`src/hdl/rope_ram.sv`:
```
`timescale 1ns / 1ps

module rope_ram #(
	parameter int WIDTH = 32,
	parameter int DEPTH = 64
) (
	input  logic                                         clk,
	input  logic                                         we,
	input  logic [((DEPTH > 1) ? $clog2(DEPTH) : 1)-1:0] waddr,
	input  logic [WIDTH-1:0]                             wdata,
	input  logic                                         re,
	input  logic [((DEPTH > 1) ? $clog2(DEPTH) : 1)-1:0] raddr,
	output logic [WIDTH-1:0]                             rdata
);

	logic [WIDTH-1:0] mem [DEPTH];

	always_ff @(posedge clk) begin
		if (we) begin
			mem[waddr] <= wdata;
		end
		if (re) begin
			rdata <= mem[raddr];
		end
	end

endmodule

```
`config.mk`:
```
export PLATFORM = sky130hd
export DESIGN_NAME = rope_ram
export DESIGN_NICKNAME = d
export VERILOG_FILES = /design/src/hdl/rope_ram.sv
export SDC_FILE = /design/constraint.sdc
export NUM_CORES = 2
export LEC_CHECK = 0
export ABC_AREA = 1
export BUFFER_PORTS_ARGS = -buffer_cell sky130_fd_sc_hd__buf_2
export CAP_MARGIN = 30
export CELL_PAD_IN_SITES_DETAIL_PLACEMENT = 2
export CELL_PAD_IN_SITES_GLOBAL_PLACEMENT = 2
export CORE_MARGIN = 4
export CORE_UTILIZATION = 35
export CTS_CLUSTER_SIZE = 24
export DETAILED_ROUTE_END_ITERATION = 8
export PLACE_DENSITY_LB_ADDON = 0.1
export SYNTH_ARGS = -nofsm -noshare
export SYNTH_HDL_FRONTEND = slang
export SYNTH_SLANG_ARGS = --single-unit
```
`constraint.sdc`:
```
create_clock -name clk -period 11.8 [get_ports clk]
set_clock_uncertainty 0.15 [all_clocks]
set_input_delay 0.59 -clock clk [delete_from_list [all_inputs] [get_ports clk]]
set_output_delay 0.59 -clock clk [all_outputs]
set_load 0.03 [all_outputs]
```
==> impl_metrics.yaml <==
detailed_routing:
  wl_per_cell_um: 30.9
  routed_wl_mm: 313
  drt_first_pass_iters: 5
  dr.first_iter.drc_count: 4576
  num_vias: 56100
  drtAntennaViolNets: 0
  via_per_inst: 5.52
  drcViolationCount: 0
finish:
  final_util_pct: 40.1
  final_cells: 10200
  drive_above_1_share_pct: 8.87
  final_nets: 6849
  area_delta_synth_final_pct: 13.8
  fin_area_sq_um: 94500
  fill_cells: 23900
timing:
  post-route-period-util_pct: 34.0
  rsz0062_at_grt: "false"
  layout_min_cycle_time_ns: 4.02
  setup_tns_ns: 0
  relSlewSlack_pct: 23.2
  hold_viol: 0
  worst_pin_slew_ns: 1.15
  drv_slew: 0
  fmax_mhz: 249
  holdWs_ns: 0.153
  setup_ws_ns: 7.78
  finalSetupViolations: 0
yosys:
  ys_ff_latch: 2080
  netlist.area_leader.share_pct: 75.2
  synth_area_sq_um: 83100
  synth.area.top_cells: "edfxtp_1 (75%), nand3_1 (11%), nand2_1 (10%), buf_2 (1.7%), buf_4 (0.41%)"
  ys_types: 15
  yosysWarningCount: 0
  synth_area_leader_cell: "edfxtp_1"
  ys_seq_area_share_pct: 75.2
  syn_nets: 6816
  syn_inst: 6769
  avgSynthCellArea_sq_um: 12.3
clocking:
  cts-htree-levels: 4
  cts.reportedPaths.clkPinSlew_ns: 0.06
  hold_buffers: 0
  cts_sinks: 2080
  root_buffer: "clkbuf_16"
  cts_tree: "yes"
  cts_resized: 0
  cts_buffer_depth: 3
  post_cts_buffers: 0
  clk_latency_ns: 0.88
  cts_buffers: 230
global_routing:
  gr-total-overflow: 0
  grt_pass1_vias: 60200
  grt_pass1_wl_mm: 445
  antenna_found_initial: 28
  grt_usage_pct: 25.3
  grt_max_degree: 208
power:
  power.density_nw_per_um2: 173
  p_total_mw: 16.3
  peakVddDrop_mv: 0.131
  leakage_nw: 32.7
floorplanning:
  start_util_pct: 35.2
  die_w_um: 495
  die_y_um: 495
  ioPinCount: 79
  core.rowCount: 178
  core_sq_um: 236000
  dieArea_sq_um: 245000
worst_setup_path:
  startpoint_type: "input pin"
  crit_path_cell_trace: "buf_8, inv_16, buf_4, buf_4, nand2_1, nand3_1, nand3_1, nand3_1, nand3_1, nand2_1, nand2_1, nand2_1"
  required_ns: 12.35
  arrival_ns: 4.56
  critical_path.endpoint_type: "register"
  max_stage_delay_ns: 0.84
  cp_max_fo: 207
  crit_slowest_cell: "buf_4"
  critPathKind: "in2reg"
placement:
  gp_congestion: 0.742
  dp_slack_ns: 6.68
  port_buffers: 78
  dp_hpwl_mm: 163
  placedInstanceArea_sq_um: 87200
  dp_cells: 9719
flow_run:
  drv_cap: 0
min_path:
  hold_path_class: "in2reg"
status:
  status: "finished, final reports clean"
synth_stat cells:
cell type,number
buf_8,2
clkbuf_1,77
nand3_1,1907
inv_2,2
edfxtp_1,2080
nand4_1,9
inv_4,1
inv_1,9
nor2_1,56
nor4_1,8
buf_4,45
nand2_1,2248
buf_2,282
buf_1,40
buf_6,3
power by group:
| group | switching, mW | internal [mW] |
|---|---|---|
| Clock | 3.03 | 3.99 |
| Combinational | 0.829 | 0.216 |
| Sequential | 0.0360 | 8.20 |
per-layer routing:
layer,track usage (%),wire (um),vias up
li1,-,-,24200
met1,33.3,136000,30300
met2,44.2,156000,1212
met3,2.71,12600,359
met4,7.30,9200,2
met5,0,12,-
worst paths after layout:
check | start | end | slack, ns | cells after the start
setup / recovery | raddr[0] | rdata[6] | 7.78 | 12
hold / removal | waddr[1] | mem[53][23] | 0.15 | 2
setup reg to reg | mem[7][9] | rdata[9] | 9.62 | 8
hold reg to reg | mem[6][10] | rdata[10] | 0.72 | 8
layout make-up:
| class | instances | area [sq um] | share of cell area [%] |
|---|---|---|---|
| antenna | 10 | 25.0 | 0.0265 |
| clock buffer | 288 | 6040 | 6.39 |
| clock inverter | 135 | 1200 | 1.27 |
| inverter | 12 | 86.3 | 0.0914 |
| multi-input combinational | 4228 | 18800 | 19.9 |
| sequential | 2080 | 62500 | 66.1 |
| tap | 3150 | 3940 | 4.17 |
| timing repair buffer | 250 | 1970 | 2.09 |
cells by family (layout without fill, tap and decap cells):
| logic type | count (synthesis) | after routing | share of synthesized area (%) |
|---|---|---|---|
| DFF | 2080 | 2080 | 75.2 |
| buffers and inverters | 461 | 685 | 2.77 |
| and+or+nand+nor | 4228 | 4228 | 22.0 |
| other | 0 | 10 | 0 |
registers in the layout, summed over array words and instances (netlist names):
register	count
rdata	32
mem	2048
worst max-delay path: cells and delay by family:
kind | cells | cell delay (ns)
simple gates | 8 | 1.31
buf+inv | 4 | 2.35
placed cells by master, fill, tap and decap left out, drive strengths merged:
| cell type | n |
|---|---|
| nand2 | 2248 |
| edfxtp | 2080 |
| nand3 | 1907 |
| clkbuf | 289 |
| buf | 249 |
| clkinv | 113 |
| nor2 | 56 |
| bufinv | 18 |
| inv | 15 |
| diode | 10 |
| nand4 | 9 |
| nor4 | 8 |
| clkinvlp | 1 |
(Power assumes the default switching activity.)
