### config.mk
export PLATFORM = sky130hd
export DESIGN_NAME = rope_rot
export DESIGN_NICKNAME = d
export VERILOG_FILES = /design/src/hdl/rope_pkg.sv /design/src/hdl/rope_rot.sv
export SDC_FILE = /design/constraint.sdc
export NUM_CORES = 2
export LEC_CHECK = 0
export BUFFER_PORTS_ARGS = -buffer_cell sky130_fd_sc_hd__clkbuf_2
export CAP_MARGIN = 10
export CORE_ASPECT_RATIO = 0.5
export CORE_MARGIN = 2
export CORE_UTILIZATION = 60
export CTS_BUF_LIST = sky130_fd_sc_hd__clkbuf_8 sky130_fd_sc_hd__clkbuf_16
export DETAILED_ROUTE_END_ITERATION = 8
export PLACE_DENSITY = 0.8
export SETUP_SLACK_MARGIN = 0.1
export SLEW_MARGIN = 20
export SYNTH_ARGS = -nofsm -noshare
export SYNTH_HDL_FRONTEND = slang
export SYNTH_SLANG_ARGS = --single-unit
### constraint.sdc
create_clock -name clk -period 6.55 [get_ports clk]
set_clock_uncertainty 0.05 [all_clocks]
set_input_delay 1.31 -clock clk [delete_from_list [all_inputs] [get_ports clk]]
set_output_delay 1.31 -clock clk [all_outputs]
set_load 0.02 [all_outputs]
### src/hdl/rope_pkg.sv
`timescale 1ns / 1ps

package rope_pkg;

	// rotary span and its half; fixed by the 7-bit element index
	localparam int ROTARY_WIDTH = 128;
	localparam int HALF         = ROTARY_WIDTH / 2;
	localparam int IDX_W        = $clog2(HALF);
	localparam int ENTRY_W      = 32;            // {cos, sin}, each Q1.14
	localparam int VAL_W        = 30;            // Q30 working values
	localparam int TERM_W       = 3;

	localparam logic [63:0] THETA_BASE = 64'd10000;
	localparam logic [63:0] FREQ_BASE  = 64'd683565276;
	localparam logic [31:0] HALFPI_Q30 = 32'd1686629713;
	localparam logic [30:0] ONE_Q30    = 31'h4000_0000;

	// Horner divisors 72, 42, 20, 6 (sine) then 56, 30, 12, 2 (cosine), as
	// reciprocals: floor(n / d) = (n * m) >> s, m = ceil(2^s / d),
	// s = 30 + ceil(log2 d); exact for any n below 2^30
	typedef logic [7:0][31:0] recip_tab_t;
	localparam recip_tab_t RECIP_TAB = {
		32'd1073741824, 32'd1431655766, 32'd1145324613, 32'd1227133514,
		32'd1431655766, 32'd1717986919, 32'd1636178018, 32'd1908874354
	};
	typedef logic [7:0][5:0] shift_tab_t;
	localparam shift_tab_t SHIFT_TAB = {
		6'd31, 6'd34, 6'd35, 6'd36, 6'd33, 6'd35, 6'd36, 6'd37
	};
	localparam logic [TERM_W-1:0] SIN_LAST = 3'd3;
	localparam logic [TERM_W-1:0] COS_LAST = 3'd7;

	typedef logic [HALF-1:0][31:0] freq_tab_t;

	// inverse frequencies in turns per position, Q0.32
	function automatic freq_tab_t build_freq();
		logic [63:0] r;
		logic [63:0] cand;
		logic [63:0] p;
		logic [63:0] pw;
		freq_tab_t   tab;
		r = 64'd0;
		for (int b = 31; b >= 0; b--) begin
			cand = r | (64'd1 << b);
			p = 64'd1 << 32;
			for (int n = 0; n < HALF; n++) begin
				if (p != 64'd0) begin
					p = (p * cand) >> 32;
				end
			end
			if (p * THETA_BASE <= (64'd1 << 32)) begin
				r = cand;
			end
		end
		pw = 64'd1 << 32;
		for (int k = 0; k < HALF; k++) begin
			tab[k] = 32'((FREQ_BASE * pw + (64'd1 << 31)) >> 32);
			pw = (pw * r) >> 32;
		end
		return tab;
	endfunction

	localparam freq_tab_t FREQ_TAB = build_freq();

	typedef enum logic [3:0] {
		FS_IDLE,
		FS_PH_MUL,
		FS_PH_FOLD,
		FS_X_MUL,
		FS_X_TAKE,
		FS_X2_MUL,
		FS_X2_TAKE,
		FS_T_MUL,
		FS_T_LOAD,
		FS_T_DIV,
		FS_T_SUB,
		FS_S_MUL,
		FS_S_TAKE,
		FS_WRITE
	} fill_state_t;

	typedef struct packed {
		logic               we;
		logic [IDX_W-1:0]   addr;
		logic [ENTRY_W-1:0] data;
	} fill_wr_t;

endpackage

### src/hdl/rope_rot.sv
`timescale 1ns / 1ps

// Three-stage rotation pipe: store read, four products, round and saturate.
module rope_rot (
	input  logic                         clk,
	input  logic                         arst_n,
	input  logic                         fill_busy,
	input  logic                         in_valid,
	output logic                         in_ready,
	input  logic [5:0]                   head_index,
	input  logic                         key_not_query,
	input  logic [6:0]                   elem_index,
	input  logic signed [15:0]           first_value,
	input  logic signed [15:0]           second_value,
	output logic                         ram_re,
	output logic [rope_pkg::IDX_W-1:0]   ram_raddr,
	input  logic [rope_pkg::ENTRY_W-1:0] ram_rdata,
	output logic                         out_valid,
	input  logic                         out_ready,
	output logic [5:0]                   head_tag,
	output logic                         key_tag,
	output logic [6:0]                   elem_tag,
	output logic signed [15:0]           first_out,
	output logic signed [15:0]           second_out
);

	logic en1, en2, en3, accept;
	logic v_s1, v_s2, v_s3;

	logic [5:0]         head_s1, head_s2;
	logic               key_s1, key_s2;
	logic [6:0]         elem_s1, elem_s2;
	logic               rot_s1, rot_s2;
	logic signed [15:0] a_s1, b_s1, a_s2, b_s2;
	logic signed [31:0] ac_s2, bs_s2, bc_s2, as_s2;
	logic signed [15:0] cos_w, sin_w;
	logic signed [32:0] diff, sum;

	function automatic logic signed [15:0] round_sat(input logic signed [32:0] x);
		logic signed [33:0] y;
		logic signed [19:0] r;
		y = {x[32], x} + 34'sd8192;
		r = y[33:14];
		if (r > 20'sd32767) begin
			return 16'sh7FFF;
		end else if (r < -20'sd32768) begin
			return 16'sh8000;
		end
		return r[15:0];
	endfunction

	// each stage moves when the one after it is empty or moving
	assign en3      = !v_s3 || out_ready;
	assign en2      = !v_s2 || en3;
	assign en1      = !v_s1 || en2;
	assign in_ready = en1 && !fill_busy;
	assign accept   = in_valid && in_ready;

	assign ram_re    = accept;
	assign ram_raddr = elem_index[rope_pkg::IDX_W-1:0];

	assign cos_w = ram_rdata[31:16];
	assign sin_w = ram_rdata[15:0];

	assign diff = {ac_s2[31], ac_s2} - {bs_s2[31], bs_s2};
	assign sum  = {bc_s2[31], bc_s2} + {as_s2[31], as_s2};

	always_ff @(posedge clk or negedge arst_n) begin
		if (!arst_n) begin
			v_s1 <= 1'b0;
			v_s2 <= 1'b0;
			v_s3 <= 1'b0;
		end else begin
			if (en1) v_s1 <= accept;
			if (en2) v_s2 <= v_s1;
			if (en3) v_s3 <= v_s2;
		end
	end

	always_ff @(posedge clk) begin
		if (accept) begin
			head_s1 <= head_index;
			key_s1  <= key_not_query;
			elem_s1 <= elem_index;
			a_s1    <= first_value;
			b_s1    <= second_value;
			rot_s1  <= (elem_index < 7'(rope_pkg::HALF));
		end
		if (en2 && v_s1) begin
			head_s2 <= head_s1;
			key_s2  <= key_s1;
			elem_s2 <= elem_s1;
			rot_s2  <= rot_s1;
			a_s2    <= a_s1;
			b_s2    <= b_s1;
			ac_s2   <= a_s1 * cos_w;
			bs_s2   <= b_s1 * sin_w;
			bc_s2   <= b_s1 * cos_w;
			as_s2   <= a_s1 * sin_w;
		end
		if (en3 && v_s2) begin
			head_tag   <= head_s2;
			key_tag    <= key_s2;
			elem_tag   <= elem_s2;
			first_out  <= rot_s2 ? round_sat(diff) : a_s2;
			second_out <= rot_s2 ? round_sat(sum) : b_s2;
		end
	end

	assign out_valid = v_s3;

	a_no_read_in_fill: assert property (@(posedge clk) disable iff (!arst_n)
		ram_re |-> !fill_busy)
		else $error("store read during fill");

	a_s2_moves_on: assert property (@(posedge clk) disable iff (!arst_n)
		(v_s2 && en3) |=> v_s3)
		else $error("item lost between product and output stage");

	a_s1_holds: assert property (@(posedge clk) disable iff (!arst_n)
		(v_s1 && !en2) |=> (v_s1 && $stable(a_s1) && $stable(elem_s1)))
		else $error("stalled first stage changed");

endmodule

==> reports/results.ini <==
[timing]
worst_slew_pin_slew_ps=1240
drv_slew=0
setup_violations=26
fin_crit_ps=6880
hold_violations=0
fin_ws_ps=-331
fin_crit_sh_pct=105
slew_headroom_pct=17.6
max_freq_mhz=145
rsz0062_at_grt=true

[final_layout]
layout.nets=7279
mostFrequentLayoutCell=inv_1
num_antenna_cells=0
area_delta_synth_final_pct=19.9
mostFrequentLayoutCells=inv_1 (1133), fa_1 (998), buf_4 (525), nand2_1 (506), and2_1 (466)
layout-drive-gt1-share_pct=20.9

[logic_synthesis]
syn_area_um2=51000
yosysSeqAreaShare_pct=15.9
synth_cells=5084
synth_cell_types=75
syn_nets=6667
yosys_warnings=0
ys_ff_latch=271
synth_top_family_by_area=adder cells
synth_fa_ha_area_share_pct=52.3
synth-compound-area-share_pct=5.17
async_reset_ff_share_pct=1.11
muxShareOfSynthArea_pct=0.216
synth-xor-area-share_pct=2.99
synth_flop_cell=edfxtp_1
synth_area_per_cell_um2=10.0
synthSimpleGateAreaFrac_pct=13.1
synth_edf_count=268

[critical_path]
crit_required_ps=6830
reg2reg_depth=22
cp.arrival_ps=7160
startpoint_type=input port
critPathCaptureType=register
crit_type=input port to register
rrSetupSlack_ps=-90
reg2reg_to=bc_s2[31]
r2r-start=b_s1[7]
crit_fanout=3

[clock_network]
cts_root_buffer=clkbuf_16
h-tree-depth=1
cts_sinks=271
cts_made_buffers=29
clkLatencyLatePin_ps=610
cts_buffer_depth=3
clk_pin_slew_worst_paths_ps=70
cts_tree=done
cts_hold_buf=0

[die]
std_cell_rows=75
dieArea_um2=87400
start_util_pct=60.7
coreArea_um2=84000
die_w_um=416
ios=138
die_h_um=210

[route]
dr_wl_met2_mm=67.1
drtAntennaViolNets=0
wl_per_cell_um=20.8
dr.pass1.iters=8
routed-wl-met3_mm=14.6
vias=37800
drcViolationCount=0
top_layer_used=met5
drtIter0Drc=2827
wl_met1_mm=54.8
postRouteWirelength_mm=142
vias_per_cell=5.54

[grt]
grt_pass1_wl_mm=224
grt_usage_pct=33.0
grt_max_degree=161
grt_overflow=0
grt_pass1_vias=42200
antenna_found_initial=3

[placed_design]
dpl.hpwl_mm=111
gp_congestion=0.963
port_buffers=137
post-place-ws_ps=-1040

[outcome]
violations=setup timing
status=complete, but fails checks

[min_path]
min_to=head_s2[5]
hold_start=head_s1[5]
hold_path_depth=0
hp-class=register to register

[run]
cap_violations=0

-- kinds of logic after synthesis --
kind of cell,Yosys count
AO/OA/AOI/OAI,399
XOR/XNOR,174
adder cells (fa/ha/maj),1500
buffers and inverters,1392
flip-flops,271
multiplexers,11
AND/OR/NAND/NOR,1337
-- cells in the mapped netlist (3+ instances only) --
master,number,share of area (%)
a2111oi_0,4,0.069
a211oi_1,7,0.10
a21o_1,58,0.85
a21oi_1,140,1.4
a311oi_1,4,0.069
a31oi_1,15,0.18
a41oi_1,3,0.052
and2_1,506,6.2
and3_1,16,0.20
and4_1,3,0.052
buf_4,7,0.10
clkbuf_1,199,1.5
dfrtp_1,3,0.15
edfxtp_1,268,16
fa_1,1048,41
ha_1,452,11
inv_1,1180,8.7
mux2i_1,11,0.22
nand2_1,525,3.9
nand2b_1,33,0.41
nand3_1,39,0.38
nand3b_1,4,0.059
nand4_1,15,0.18
nor2_1,137,1.0
nor2b_1,9,0.11
nor3_1,20,0.20
nor4_1,4,0.049
o211a_1,3,0.059
o211ai_1,12,0.18
o21a_1,18,0.27
o21ai_0,59,0.58
o21ai_2,10,0.17
o21bai_1,20,0.29
o221ai_1,3,0.052
o31ai_1,6,0.088
or2_2,8,0.098
or3_1,10,0.12
or4_1,3,0.044
xnor2_1,131,2.3
xor2_1,43,0.74
-- state kept, by name (all words and copies together) (netlist names), 32 cells and up --
name	count
as_s2	32
ac_s2	32
bs_s2	32
bc_s2	32
-- stage by stage --
stage | std cells | utilization (%) | TNS, ps | hold WS [ps] | area, um2
floorplan | 5084 | - | -3350 | 350 | 51700
global placement | 6675 | 68.5 | -37340 | 351 | 57500
detailed placement | 6675 | 68.5 | -43160 | 355 | 57500
CTS | 6786 | 71.4 | -1430 | 370 | 59900
global route | 6833 | 72.8 | -8000 | 376 | 61100
finish | 6833 | 72.8 | -3810 | 370 | 61100
-- worst max-delay path: stages --
cell       delay (ps)
clkbuf_16         130
buf_6             110
and2_4            150
fa_1              520
inv_2              50
fa_1              520
fa_1              450
fa_1              520
inv_2              40
fa_1              500
fa_1              560
ha_4              210
a21o_1            180
a21o_1            160
a21o_1            210
a31oi_4           190
o211ai_1          230
nor4_2            320
buf_4             180
nor3_4             40
a2111oi_4         330
a21oi_2           110
xnor2_1           140
-- layer usage --
metal | global-route usage, % | vias up
met5 | 0 | -
met4 | 11.6 | 2
met3 | 8.72 | 392
met2 | 54.5 | 1660
met1 | 42.5 | 19200
li1 | - | 16600
-- worst max-delay path by stage --
stage | from | to | slack, ps | depth (start not counted)
after CTS | ram_rdata[22] | ac_s2[30] | -190 | 25
after global placement | ram_rdata[4] | bs_s2[30] | -970 | 25
after detailed placement | ram_rdata[4] | bs_s2[30] | -1040 | 25
after floorplan | ram_rdata[3] | as_s2[31] | -460 | 21
after global routing | ram_rdata[22] | bc_s2[31] | -490 | 23
final | ram_rdata[22] | bc_s2[31] | -330 | 23
-- what timing repair did --
item / 4_1_cts / 5_1_grt
resized for setup: 196 / 221
buffers inserted: 57 / 51
endpoints found under the setup margin: 46 / 53
gates cloned: 5 / 3
hold endpoints to repair: 0 / 0
pin swaps: 132 / 184
-- final cells by class --
type                    count  area, um2
clock buffers              29        726
clock inverters            23        230
fillers                  5556      22900
inverters                1181       4450
multi-input cells        3421      39200
flip-flops and latches    271       8120
well taps                1116       1400
repair buffers            792       7000
Power is left out: the tool's default activity adds up to more than one toggle a clock period on the data nets, which glitch-free logic cannot reach.
