===== config.mk =====
export PLATFORM = sky130hd
export DESIGN_NAME = rope_fill
export DESIGN_NICKNAME = d
export VERILOG_FILES = /design/src/hdl/rope_pkg.sv /design/src/hdl/rope_fill.sv
export SDC_FILE = /design/constraint.sdc
export NUM_CORES = 2
export LEC_CHECK = 0
export ABC_AREA = 1
export BUFFER_PORTS_ARGS = -buffer_cell sky130_fd_sc_hd__clkbuf_2
export CORE_MARGIN = 2
export CORE_UTILIZATION = 45
export DETAILED_ROUTE_END_ITERATION = 12
export GPL_ROUTABILITY_DRIVEN = 0
export PLACE_DENSITY = 0.65
export SETUP_SLACK_MARGIN = 0.3
export SYNTH_ARGS = -nofsm -noshare
export SYNTH_HDL_FRONTEND = slang
export SYNTH_SLANG_ARGS = --single-unit
export TNS_END_PERCENT = 20

===== constraint.sdc =====
create_clock -name clk -period 24.3 [get_ports clk]
set_clock_uncertainty 0.15 [all_clocks]
set_input_delay 0 -clock clk [delete_from_list [all_inputs] [get_ports clk]]
set_output_delay 0 -clock clk [all_outputs]
set_load 0.005 [all_outputs]

===== src/hdl/rope_pkg.sv =====
`timescale 1ns / 1ps

package rope_pkg;

	// rotary span and its half; fixed by the 7-bit element index
	localparam int ROTARY_WIDTH = 128;
	localparam int HALF         = ROTARY_WIDTH / 2;
	localparam int IDX_W        = $clog2(HALF);
	localparam int ENTRY_W      = 32;            // {cos, sin}, each Q1.14
	localparam int VAL_W        = 30;            // Q30 working values
	localparam int TERM_W       = 3;

	localparam logic [63:0] THETA_BASE = 64'd10000;
	localparam logic [63:0] FREQ_BASE  = 64'd683565276;
	localparam logic [31:0] HALFPI_Q30 = 32'd1686629713;
	localparam logic [30:0] ONE_Q30    = 31'h4000_0000;

	// Horner divisors 72, 42, 20, 6 (sine) then 56, 30, 12, 2 (cosine), as
	// reciprocals: floor(n / d) = (n * m) >> s, m = ceil(2^s / d),
	// s = 30 + ceil(log2 d); exact for any n below 2^30
	typedef logic [7:0][31:0] recip_tab_t;
	localparam recip_tab_t RECIP_TAB = {
		32'd1073741824, 32'd1431655766, 32'd1145324613, 32'd1227133514,
		32'd1431655766, 32'd1717986919, 32'd1636178018, 32'd1908874354
	};
	typedef logic [7:0][5:0] shift_tab_t;
	localparam shift_tab_t SHIFT_TAB = {
		6'd31, 6'd34, 6'd35, 6'd36, 6'd33, 6'd35, 6'd36, 6'd37
	};
	localparam logic [TERM_W-1:0] SIN_LAST = 3'd3;
	localparam logic [TERM_W-1:0] COS_LAST = 3'd7;

	typedef logic [HALF-1:0][31:0] freq_tab_t;

	// inverse frequencies in turns per position, Q0.32
	function automatic freq_tab_t build_freq();
		logic [63:0] r;
		logic [63:0] cand;
		logic [63:0] p;
		logic [63:0] pw;
		freq_tab_t   tab;
		r = 64'd0;
		for (int b = 31; b >= 0; b--) begin
			cand = r | (64'd1 << b);
			p = 64'd1 << 32;
			for (int n = 0; n < HALF; n++) begin
				if (p != 64'd0) begin
					p = (p * cand) >> 32;
				end
			end
			if (p * THETA_BASE <= (64'd1 << 32)) begin
				r = cand;
			end
		end
		pw = 64'd1 << 32;
		for (int k = 0; k < HALF; k++) begin
			tab[k] = 32'((FREQ_BASE * pw + (64'd1 << 31)) >> 32);
			pw = (pw * r) >> 32;
		end
		return tab;
	endfunction

	localparam freq_tab_t FREQ_TAB = build_freq();

	typedef enum logic [3:0] {
		FS_IDLE,
		FS_PH_MUL,
		FS_PH_FOLD,
		FS_X_MUL,
		FS_X_TAKE,
		FS_X2_MUL,
		FS_X2_TAKE,
		FS_T_MUL,
		FS_T_LOAD,
		FS_T_DIV,
		FS_T_SUB,
		FS_S_MUL,
		FS_S_TAKE,
		FS_WRITE
	} fill_state_t;

	typedef struct packed {
		logic               we;
		logic [IDX_W-1:0]   addr;
		logic [ENTRY_W-1:0] data;
	} fill_wr_t;

endpackage


===== src/hdl/rope_fill.sv =====
`timescale 1ns / 1ps

// Refills the cos/sin store after a position write: one entry at a time
// through a shared 32x32 multiplier; each Horner division is a multiply by
// a constant reciprocal and a shift.
module rope_fill (
	input  logic              clk,
	input  logic              arst_n,
	input  logic              cfg_we,
	input  logic [15:0]       cfg_wdata,
	output logic              busy,
	output rope_pkg::fill_wr_t wr
);

	localparam logic [1:0] QUAD_0 = 2'd0;
	localparam logic [1:0] QUAD_1 = 2'd1;
	localparam logic [1:0] QUAD_2 = 2'd2;

	rope_pkg::fill_state_t state_q, state_d;

	logic [15:0]                  pos_q;
	logic [rope_pkg::IDX_W-1:0]   k_q;
	logic [rope_pkg::TERM_W-1:0]  term_q;

	logic [31:0] mul_a, mul_b;
	logic [63:0] prod_q;
	logic [1:0]  quad_q;
	logic        swap_q;
	logic [rope_pkg::VAL_W-1:0] v_q, x_q, x2_q, sn_q, dvd_q;
	logic [30:0] t_q;

	logic [31:0] phase;
	logic [29:0] u;
	logic [63:0] quot_full;
	logic [30:0] a_raw, b_raw;
	logic signed [15:0] s0, c0, sin_w, cos_w;

	function automatic logic signed [15:0] to_q14(input logic [30:0] v);
		logic [31:0] s;
		s = {1'b0, v} + 32'd32768;
		return s[31:16];
	endfunction

	// state register
	always_ff @(posedge clk or negedge arst_n) begin
		if (!arst_n) begin
			state_q <= rope_pkg::FS_IDLE;
		end else begin
			state_q <= state_d;
		end
	end

	// next state and outputs
	always_comb begin
		state_d = state_q;
		case (state_q)
			rope_pkg::FS_IDLE:    state_d = rope_pkg::FS_IDLE;
			rope_pkg::FS_PH_MUL:  state_d = rope_pkg::FS_PH_FOLD;
			rope_pkg::FS_PH_FOLD: state_d = rope_pkg::FS_X_MUL;
			rope_pkg::FS_X_MUL:   state_d = rope_pkg::FS_X_TAKE;
			rope_pkg::FS_X_TAKE:  state_d = rope_pkg::FS_X2_MUL;
			rope_pkg::FS_X2_MUL:  state_d = rope_pkg::FS_X2_TAKE;
			rope_pkg::FS_X2_TAKE: state_d = rope_pkg::FS_T_MUL;
			rope_pkg::FS_T_MUL:   state_d = rope_pkg::FS_T_LOAD;
			rope_pkg::FS_T_LOAD:  state_d = rope_pkg::FS_T_DIV;
			rope_pkg::FS_T_DIV:   state_d = rope_pkg::FS_T_SUB;
			rope_pkg::FS_T_SUB: begin
				if (term_q == rope_pkg::SIN_LAST) begin
					state_d = rope_pkg::FS_S_MUL;
				end else if (term_q == rope_pkg::COS_LAST) begin
					state_d = rope_pkg::FS_WRITE;
				end else begin
					state_d = rope_pkg::FS_T_MUL;
				end
			end
			rope_pkg::FS_S_MUL:   state_d = rope_pkg::FS_S_TAKE;
			rope_pkg::FS_S_TAKE:  state_d = rope_pkg::FS_T_MUL;
			rope_pkg::FS_WRITE: begin
				if (k_q == rope_pkg::IDX_W'(rope_pkg::HALF - 1)) begin
					state_d = rope_pkg::FS_IDLE;
				end else begin
					state_d = rope_pkg::FS_PH_MUL;
				end
			end
			default:              state_d = rope_pkg::FS_IDLE;
		endcase
		if (cfg_we) begin
			state_d = rope_pkg::FS_PH_MUL;
		end
		busy    = (state_q != rope_pkg::FS_IDLE);
		wr.we   = (state_q == rope_pkg::FS_WRITE);
		wr.addr = k_q;
		wr.data = {cos_w, sin_w};
	end

	// multiplier operands
	always_comb begin
		mul_a = {2'b00, x_q};
		mul_b = {1'b0, t_q};
		case (state_q)
			rope_pkg::FS_PH_MUL: begin
				mul_a = {16'd0, pos_q};
				mul_b = rope_pkg::FREQ_TAB[k_q];
			end
			rope_pkg::FS_X_MUL: begin
				mul_a = {2'b00, v_q};
				mul_b = rope_pkg::HALFPI_Q30;
			end
			rope_pkg::FS_X2_MUL: begin
				mul_a = {2'b00, x_q};
				mul_b = {2'b00, x_q};
			end
			rope_pkg::FS_T_MUL: begin
				mul_a = {2'b00, x2_q};
				mul_b = {1'b0, t_q};
			end
			rope_pkg::FS_T_DIV: begin
				mul_a = {2'b00, dvd_q};
				mul_b = rope_pkg::RECIP_TAB[term_q];
			end
			default: begin
				mul_a = {2'b00, x_q};
				mul_b = {1'b0, t_q};
			end
		endcase
	end

	assign phase     = prod_q[31:0];
	assign u         = phase[29:0];
	assign quot_full = prod_q >> rope_pkg::SHIFT_TAB[term_q];

	// control counters and position
	always_ff @(posedge clk or negedge arst_n) begin
		if (!arst_n) begin
			pos_q  <= '0;
			k_q    <= '0;
			term_q <= '0;
		end else begin
			if (cfg_we) begin
				pos_q <= cfg_wdata;
				k_q   <= '0;
			end else if (state_q == rope_pkg::FS_WRITE) begin
				k_q <= k_q + 1'b1;
			end
			if (state_q == rope_pkg::FS_X2_TAKE) begin
				term_q <= '0;
			end else if (state_q == rope_pkg::FS_T_SUB) begin
				term_q <= term_q + 1'b1;
			end
		end
	end

	// datapath
	always_ff @(posedge clk) begin
		prod_q <= mul_a * mul_b;
		case (state_q)
			rope_pkg::FS_PH_FOLD: begin
				quad_q <= phase[31:30];
				if (u <= 30'h2000_0000) begin
					v_q    <= u;
					swap_q <= 1'b0;
				end else begin
					v_q    <= 30'(31'h4000_0000 - {1'b0, u});
					swap_q <= 1'b1;
				end
			end
			rope_pkg::FS_X_TAKE:  x_q <= prod_q[59:30];
			rope_pkg::FS_X2_TAKE: begin
				x2_q <= prod_q[59:30];
				t_q  <= rope_pkg::ONE_Q30;
			end
			rope_pkg::FS_T_LOAD:  dvd_q <= prod_q[59:30];
			rope_pkg::FS_T_SUB:   t_q <= rope_pkg::ONE_Q30 - {1'b0, quot_full[29:0]};
			rope_pkg::FS_S_TAKE: begin
				sn_q <= prod_q[59:30];
				t_q  <= rope_pkg::ONE_Q30;
			end
			default: begin
			end
		endcase
	end

	// fold back from the eighth turn, then place in the quadrant
	assign a_raw = swap_q ? t_q : {1'b0, sn_q};
	assign b_raw = swap_q ? {1'b0, sn_q} : t_q;
	assign s0    = to_q14(a_raw);
	assign c0    = to_q14(b_raw);

	always_comb begin
		case (quad_q)
			QUAD_0: begin
				sin_w = s0;
				cos_w = c0;
			end
			QUAD_1: begin
				sin_w = c0;
				cos_w = -s0;
			end
			QUAD_2: begin
				sin_w = -s0;
				cos_w = -c0;
			end
			default: begin
				sin_w = -c0;
				cos_w = s0;
			end
		endcase
	end

	a_cfg_starts: assert property (@(posedge clk) disable iff (!arst_n)
		cfg_we |=> busy)
		else $error("fill not started by position write");

	a_fill_ends_last: assert property (@(posedge clk) disable iff (!arst_n)
		$fell(busy) |-> $past(state_q == rope_pkg::FS_WRITE
			&& k_q == rope_pkg::IDX_W'(rope_pkg::HALF - 1)))
		else $error("fill ended before last entry");

	a_write_in_fill: assert property (@(posedge clk) disable iff (!arst_n)
		wr.we |-> busy)
		else $error("store written outside a fill");

endmodule


==> results.sh <==
export IMPL_numCtsBuffers=28
export IMPL_nNetsFinal=7559
export IMPL_r2r_start="k_q[4]$_DFFE_PN0P_"
export IMPL_synth_top_area_cell="fa_1"
export IMPL_clock_fmax_ghz=0.0910
export IMPL_seqCellArea_sq_um=7080
export IMPL_hp_class="primary input to flip-flop"
export IMPL_finalWirelength_mm=186
export IMPL_initial_core_util_pct=45.3
export IMPL_port_buffers=58
export IMPL_cts_sinks=262
export IMPL_yosysWarnings=0
export IMPL_finalHoldViolCount=0
export IMPL_viasPerCell=5.83
export IMPL_dp_cells=7800
export IMPL_cts_root_buffer="clkbuf_16"
export IMPL_grt_pass1_vias=45000
export IMPL_ys_types=57
export IMPL_endpoint_kind="flip-flop"
export IMPL_fin_hold_ws_ns=0.0582
export IMPL_finalSetupViolations=0
export IMPL_synthArstFlopShare_pct=11.1
export IMPL_htree_levels=1
export IMPL_groute_layer_met1_usage_pct=43.5
export IMPL_synth_nets=7616
export IMPL_holdPathStages=4
export IMPL_grt_met2_usage_pct=49.6
export IMPL_crit_start="k_q[4]$_DFFE_PN0P_"
export IMPL_tightest_slew_ns=1.18
export IMPL_syn2layout_area_growth_pct=5.78
export IMPL_fin_crit_sh_pct=45.2
export IMPL_grt_total_usage_pct=33.1
export IMPL_ctsResizeCount=0
export IMPL_endpoint="prod_q[48]$_DFF_P_"
export IMPL_reg2reg_to="prod_q[48]$_DFF_P_"
export IMPL_synth_area_top_cells="fa_1, nand2_1, edfxtp_1, inv_1, ha_1"
export IMPL_antenna_found_initial=8
export IMPL_ios=59
export IMPL_synth_cells=6494
export IMPL_top_usage_layer="met2"
export IMPL_max_cap_viol_count=0
export IMPL_fin_cells=7876
export IMPL_required_ns=24.59
export IMPL_dr_pass1_iters=11
export IMPL_post_synth_top_count_cell="nand2_1"
export IMPL_yosys_most_used_dff="edfxtp_1"
export IMPL_synth_edf_count=169
export IMPL_critPathLaunchType="flip-flop"
export IMPL_synthesis_area_sq_um=49300
export IMPL_cpPeakStageDelay_ns=0.87
export IMPL_dp_slack_ns=13.87
export IMPL_use_met3_pct=8.93
export IMPL_grt_max_degree=66
export IMPL_dp_hpwl_mm=144
export IMPL_fin_crit_ns=10.99
export IMPL_die_x_um=335
export IMPL_cp_data_arrival_time_ns=11.28
export IMPL_timing_setup_tns_ns=0
export IMPL_post_drt_wl_per_cell_um=23.6
export IMPL_cts_tree="yes"
export IMPL_multiInputGateArea_sq_um=36300
export IMPL_synth_top_area_share_pct=32.9
export IMPL_ys_ff_latch=262
export IMPL_rows=121
export IMPL_insertion_delay_ns=0.57
export IMPL_synth_common_cells="nand2_1, inv_1, fa_1, nor2_1, nand3_1"
export IMPL_drcViolationCount=0
export IMPL_die_h_um=335
export IMPL_postRouteAntennaNets=0
export IMPL_path_clk_slew_ns=0.06
export IMPL_r2r_cells=33
export IMPL_overflow=0
export IMPL_vias=45900
export IMPL_synth_area_per_cell_sq_um=7.59
export IMPL_r2r_slack_ns=13.32
export IMPL_yosysSeqAreaShare_pct=14.4
export IMPL_core_sq_um=109000
export IMPL_drtIter0Drc=6165
export IMPL_drive_above_1_share_pct=5.00
export IMPL_die_area_sq_um=112000
export IMPL_slew_viol_final=0
export IMPL_clk_path_buf_depth=3
export IMPL_postLayoutSetupSlackWorst_ns=13.32
export IMPL_rsz0062_at_grt="false"
export IMPL_worstSetupPathType="flip-flop to flip-flop"
export IMPL_status="finished clean"
export IMPL_slew_headroom_pct=21.0
export IMPL_grt_pass1_wl_mm=278
export IMPL_cp_slowest_cell="nor2_1"
export IMPL_path_max_fanout=20
export IMPL_fill_cells=10800
==> kinds of logic (layout without fill, tap and decap cells) <==
logic type	after synthesis	in the layout	synth area share [%]
compound gates	599	599	7.16
fa+ha+maj	1103	1103	40.4
other cells	0	3	0
xor+xnor	99	99	1.76
buf+inv	1548	1513	12.3
flops	262	262	14.4
simple gates	2883	2883	24.1
==> cell type report <==
type / count / area share (%)
antenna: 3 / 0.0144
multi-input combinational: 4684 / 69.6
inverter: 1284 / 9.25
clock inverter: 15 / 0.221
sequential: 262 / 13.6
tap: 1414 / 3.39
clock buffer: 37 / 1.49
timing repair buffer: 177 / 2.39
==> per-layer routing <==
| metal | share of wire [%] | wire length, um | up-vias |
|---|---|---|---|
| li1 | - | - | 19900 |
| met1 | 37 | 69000 | 22200 |
| met2 | 43 | 79300 | 3114 |
| met3 | 13 | 24600 | 680 |
| met4 | 7.0 | 12900 | 2 |
| met5 | 0.0070 | 13 | - |
==> timing repair <==
item                      CTS  global route
buffers inserted            0             0
hold buffers               21             0
hold endpoints to repair   46             0
==> worst max-delay path, delay by kind of cell (launching register included) <==
kind,cells,cell delay [ns]
adder cells (fa/ha/maj),9,4.23
AND/OR/NAND/NOR,11,2.97
flip-flops,1,0.85
XOR/XNOR,1,0.14
AO/OA/AOI/OAI,3,0.31
buffers and inverters,9,2.20
==> cell usage in the layout, fill, tap and decap left out, drive strengths merged, types with 9 or more instances in the layout <==
master	count
dlygate4sd3	20
o21bai	11
buf	99
nor2	814
fa	810
inv	1268
o221ai	10
o21a	22
o21ai	271
nor3	44
nand4	52
a31oi	19
ha	293
dfxtp	64
xnor2	27
dfrtp	29
a221oi	24
o211ai	12
clkbuf	95
nand2	1436
edfxtp	169
or2	9
o2111ai	12
xor2	72
clkinv	28
a211oi	14
o22ai	13
nand3	511
a21oi	163
==> sequential cells by signal, indices dropped and copies added (netlist names), 3 cells and up <==
register	flops
prod_q	64
t_q	31
dvd_q	30
v_q	30
x2_q	30
x_q	30
pos_q	16
sn_q	15
k_q	6
state_q	4
term_q	3
==> per-stage QoR <==
stage / utilization, % / area (sq um)
6_report: 47.9 / 52100
5_1_grt: 47.9 / 52100
2_1_floorplan: - / 49300
4_1_cts: 47.9 / 52100
3_5_place_dp: 46.9 / 51000
3_3_place_gp: 46.9 / 51000
==> how the worst min path moves through the flow <==
stage / from / to
finish: cfg_wdata[10] / pos_q[10]$_DFFE_PN0P_
global route: cfg_wdata[9] / pos_q[9]$_DFFE_PN0P_
CTS: cfg_wdata[11] / pos_q[11]$_DFFE_PN0P_
detailed placement: arst_n / pos_q[10]$_DFFE_PN0P_
global placement: arst_n / pos_q[10]$_DFFE_PN0P_
floorplan: arst_n / k_q[0]$_DFFE_PN0P_
Power is left out: the tool's default activity adds up to more than one toggle a clock period on the data nets, which glitch-free logic cannot reach.
